`src/rtl/gbm_spot_path_step_assert.svh`:
```
// Assertion macros shared by the block.
`ifndef GBM_SPOT_PATH_STEP_ASSERT_SVH
`define GBM_SPOT_PATH_STEP_ASSERT_SVH
`define GSP_ASSERT_IMPL(lbl, clk, rst_n, ante, cons, msg) \
    lbl: assert property (@(posedge clk) disable iff (!rst_n) (ante) |-> (cons)) \
        else $error(msg);
`define GSP_ASSERT_NEXT(lbl, clk, rst_n, ante, cons, msg) \
    lbl: assert property (@(posedge clk) disable iff (!rst_n) (ante) |=> (cons)) \
        else $error(msg);
`endif

```
`src/rtl/gsp_pkg.sv`:
```
`timescale 1ns / 1ps
package gsp_pkg;
    localparam logic signed [31:0] LOG2E_Q30 = 32'sd1549082005;
    localparam logic [31:0] LN2_Q30 = 32'd744261118;
    localparam int TERMS = 10;

    typedef enum logic [1:0] {
        REG_SPOT = 2'd0,
        REG_MIL  = 2'd1,
        REG_DIV  = 2'd2
    } t_reg_idx;

    // Reciprocals of 1..10 in Q1.36, rounded up so the truncated product
    // equals the exact floor for dividends below 2^31 (checked by correction).
    function automatic logic [36:0] recip(input logic [3:0] k);
        logic [36:0] r;
        case (k)
            4'd1:    r = 37'h1000000000;
            4'd2:    r = 37'h0800000000;
            4'd3:    r = 37'h0555555556;
            4'd4:    r = 37'h0400000000;
            4'd5:    r = 37'h0333333334;
            4'd6:    r = 37'h02AAAAAAAB;
            4'd7:    r = 37'h024924924A;
            4'd8:    r = 37'h0200000000;
            4'd9:    r = 37'h01C71C71C8;
            4'd10:   r = 37'h019999999A;
            default: r = 37'h1000000000;
        endcase
        return r;
    endfunction

    function automatic logic signed [63:0] sat32(input logic signed [65:0] x);
        logic signed [63:0] r;
        if (x > 66'sd2147483647) r = 64'sd2147483647;
        else if (x < -66'sd2147483648) r = -64'sd2147483648;
        else r = x[63:0];
        return r;
    endfunction
endpackage

```
`src/rtl/gsp_mul.sv`:
```
`timescale 1ns / 1ps
// Registered signed multiplier, 33 by 33 bits, shared by the sequencer.
module gsp_mul
    import gsp_pkg::*;
(
    input  logic               i_clk,
    input  logic signed [32:0] i_a,
    input  logic signed [32:0] i_b,
    output logic signed [65:0] o_p
);
    logic signed [65:0] r_p;
    always_ff @(posedge i_clk) begin
        r_p <= i_a * i_b;
    end
    assign o_p = r_p;
endmodule

```
`config.mk`:
```
export PLATFORM = sky130hd
export DESIGN_NAME = gsp_mul
export DESIGN_NICKNAME = d
export VERILOG_FILES = /design/src/rtl/gbm_spot_path_step_assert.svh /design/src/rtl/gsp_pkg.sv /design/src/rtl/gsp_mul.sv
export SDC_FILE = /design/constraint.sdc
export NUM_CORES = 2
export LEC_CHECK = 0
export ABC_AREA = 1
export BUFFER_PORTS_ARGS = -buffer_cell sky130_fd_sc_hd__buf_2
export CORE_MARGIN = 2
export CORE_UTILIZATION = 64
export CTS_CLUSTER_DIAMETER = 30
export DETAILED_ROUTE_END_ITERATION = 12
export PLACE_DENSITY = 0.82
export SLEW_MARGIN = 20
export SYNTH_ARGS = -nofsm -noshare
export SYNTH_HDL_FRONTEND = slang
export SYNTH_SLANG_ARGS = --single-unit
```
`constraint.sdc`:
```
create_clock -name i_clk -period 11.8 [get_ports i_clk]
set_clock_uncertainty 0.1 [all_clocks]
set_input_delay 1.77 -clock i_clk [delete_from_list [all_inputs] [get_ports i_clk]]
set_output_delay 1.77 -clock i_clk [all_outputs]
set_load 0.01 [all_outputs]
```
==> results.json <==
{
  "drt-initial-drc-count": 2561,
  "worstMarginPinSlew_ps": 1060,
  "crit_buf_inv": 8,
  "grt_pass1_vias": 38000,
  "dr_total_vias": 33600,
  "cts_hold_buf": 0,
  "async_flop_share": 0,
  "cp_num_cells": 25,
  "htreeDepth": 3,
  "end_kind": "flop",
  "global_route.usage.total": 0.347,
  "syn_nets": 6972,
  "firstDrtPassIters": 6,
  "grt_overflow": 0,
  "cts_buffers": 9,
  "clk_pin_slew_ps": 70,
  "totalWireLength_mm": 113,
  "synth_cells": 5543,
  "globalplace.congestion": 0.986,
  "final_cell_mix": "inv_1 (1,894), nand2_1 (1,517), fa_1 (1,144), ha_1 (217), buf_2 (132)",
  "largest_reg_flops": 66,
  "min_period_over_period": 0.776,
  "layout_commonest_cell": "inv_1",
  "post_drt_via_cell_ratio": 5.33,
  "grt_pass1_wl_mm": 189,
  "syn_area_per_cell_sq_um": 7.79,
  "layout.nets": 6859,
  "clkSinkCount": 66,
  "avgRoutedWirePerCell_microns": 17.9,
  "numPortBuffers": 132,
  "ys_seq_area_frac": 0.0306,
  "grt_max_degree": 35,
  "cts_resized": 0,
  "hold_viol": 0,
  "postCtsSetupBuffers": 0,
  "hold_path_depth": 3,
  "slew_violations": 0,
  "cpPeakStageDelay_ps": 950,
  "cts-root-buf": "clkbuf_16",
  "worstPathRequired_ps": 11880,
  "syn2layout_area_growth_pct": 2.61,
  "status": "completed",
  "cp.arrival_ps": 9240,
  "cp-start-kind": "input port",
  "synth-seq-cells": 66,
  "tns_ps": 0,
  "synth.distinct_cells": 35,
  "rsz0062_at_grt": "no",
  "yosys_warnings": 0,
  "ant_nets": 0,
  "synth-edff-count": 0,
  "path_common_cell": "fa_1",
  "max_freq_mhz": 109,
  "criticalPathCategory": "in -> reg",
  "hold_path.class": "in -> reg",
  "finalSetupViolations": 0,
  "critPathTopFamily": "adder cells",
  "max_slew_margin": 0.294,
  "die_h_microns": 264,
  "die_area_sq_mm": 0.0696,
  "clk_path_buf_depth": 2,
  "core_sq_mm": 0.0669,
  "place_hpwl_mm": 94.5,
  "cpMaxStageDelayCell": "fa_1",
  "worstPathMaxFanout": 33,
  "drt_drc_violations_left": 0,
  "maxCapViolCount": 0,
  "grt_antenna_before_repair": 9,
  "cts_tree": "yes",
  "die_x_microns": 264,
  "syn_area_sq_mm": 0.0432,
  "initial_core_util": 0.645,
  "rows": 95,
  "synthFlopType": "dfxtp_1",
  "finalCriticalPeriod_ps": 9160,
  "ios": 133,
  "drive_above_1_share": 0.0396
}
-- cell type report --
class                   instances  area [sq um]
multi-input cells            3319         33800
fillers                      5440         22600
inverters                    1895          7110
flip-flops and latches         66          1320
well taps                     873          1090
repair buffers                139           713
clock buffers                  12           246
clock inverters                 4          51.3
diodes                          4          10.0
-- cells in the mapped netlist (2+ instances only) --
master    count  share of area
inv_1      1894           0.16
nand2_1    1517           0.13
fa_1       1145           0.53
clkbuf_1    262          0.023
ha_1        217          0.063
nor2_1      131          0.011
nand3_1      70         0.0081
dfxtp_1      66          0.031
a21oi_1      61         0.0071
xor2_1       37         0.0075
nor2_2       20         0.0029
nand4_1      19         0.0028
o21ai_0      19         0.0022
nand2_2      17         0.0025
o21bai_1     14         0.0024
nand3_2       8         0.0019
nor3_1        7        0.00081
or2_2         5        0.00072
a21oi_2       4        0.00081
nor4_1        4        0.00058
xnor2_1       4        0.00081
nand3b_1      3        0.00052
nor2_4        3        0.00078
o21ai_1       3        0.00035
a21o_1        2        0.00035
and2_1        2        0.00029
-- cell families (layout without fill, tap and decap cells) --
| family | after synthesis | after routing | share of synthesized area |
|---|---|---|---|
| other | 0 | 4 | 0 |
| buffers and inverters | 2158 | 2050 | 0.188 |
| DFF | 66 | 66 | 0.0306 |
| xor gates and xnor gates | 41 | 41 | 0.00832 |
| AOI/OAI and AO/OA | 106 | 106 | 0.0138 |
| adders and majority gates | 1362 | 1362 | 0.594 |
| and+or+nand+nor | 1810 | 1810 | 0.166 |
-- tightest hold or removal path: cells and delay by family --
| kind | cells | cell delay [ps] |
|---|---|---|
| simple gates | 1 | 140 |
| buf+inv | 2 | 360 |
-- per-stage QoR --
stage          hold slack (ps)  cells  worst slack, ps   util  cell area (sq um)
2_1_floorplan             1930   5543             3170      -              43200
3_3_place_gp              2060   6292             2250  0.657              44000
3_5_place_dp              2060   6292             2180  0.657              44000
4_1_cts                   1850   6308             2500  0.662              44300
5_1_grt                   1920   6312             2240  0.662              44300
6_report                  1870   6312             2640  0.662              44300
-- worst paths after layout --
check,endpoint,from
hold / removal,o_p[0],i_b[0]
setup / recovery,o_p[49],i_a[32]
-- metal layers --
metal,vias to the layer above,global-route usage,part of all wire
met4,14,0.184,0.064
met2,1735,0.606,0.50
met1,16600,0.414,0.35
li1,14800,-,-
met3,535,0.0559,0.086
met5,-,0,0.00067
Power is left out: the tool's default activity adds up to more than one toggle a clock period on the data nets, which glitch-free logic cannot reach.
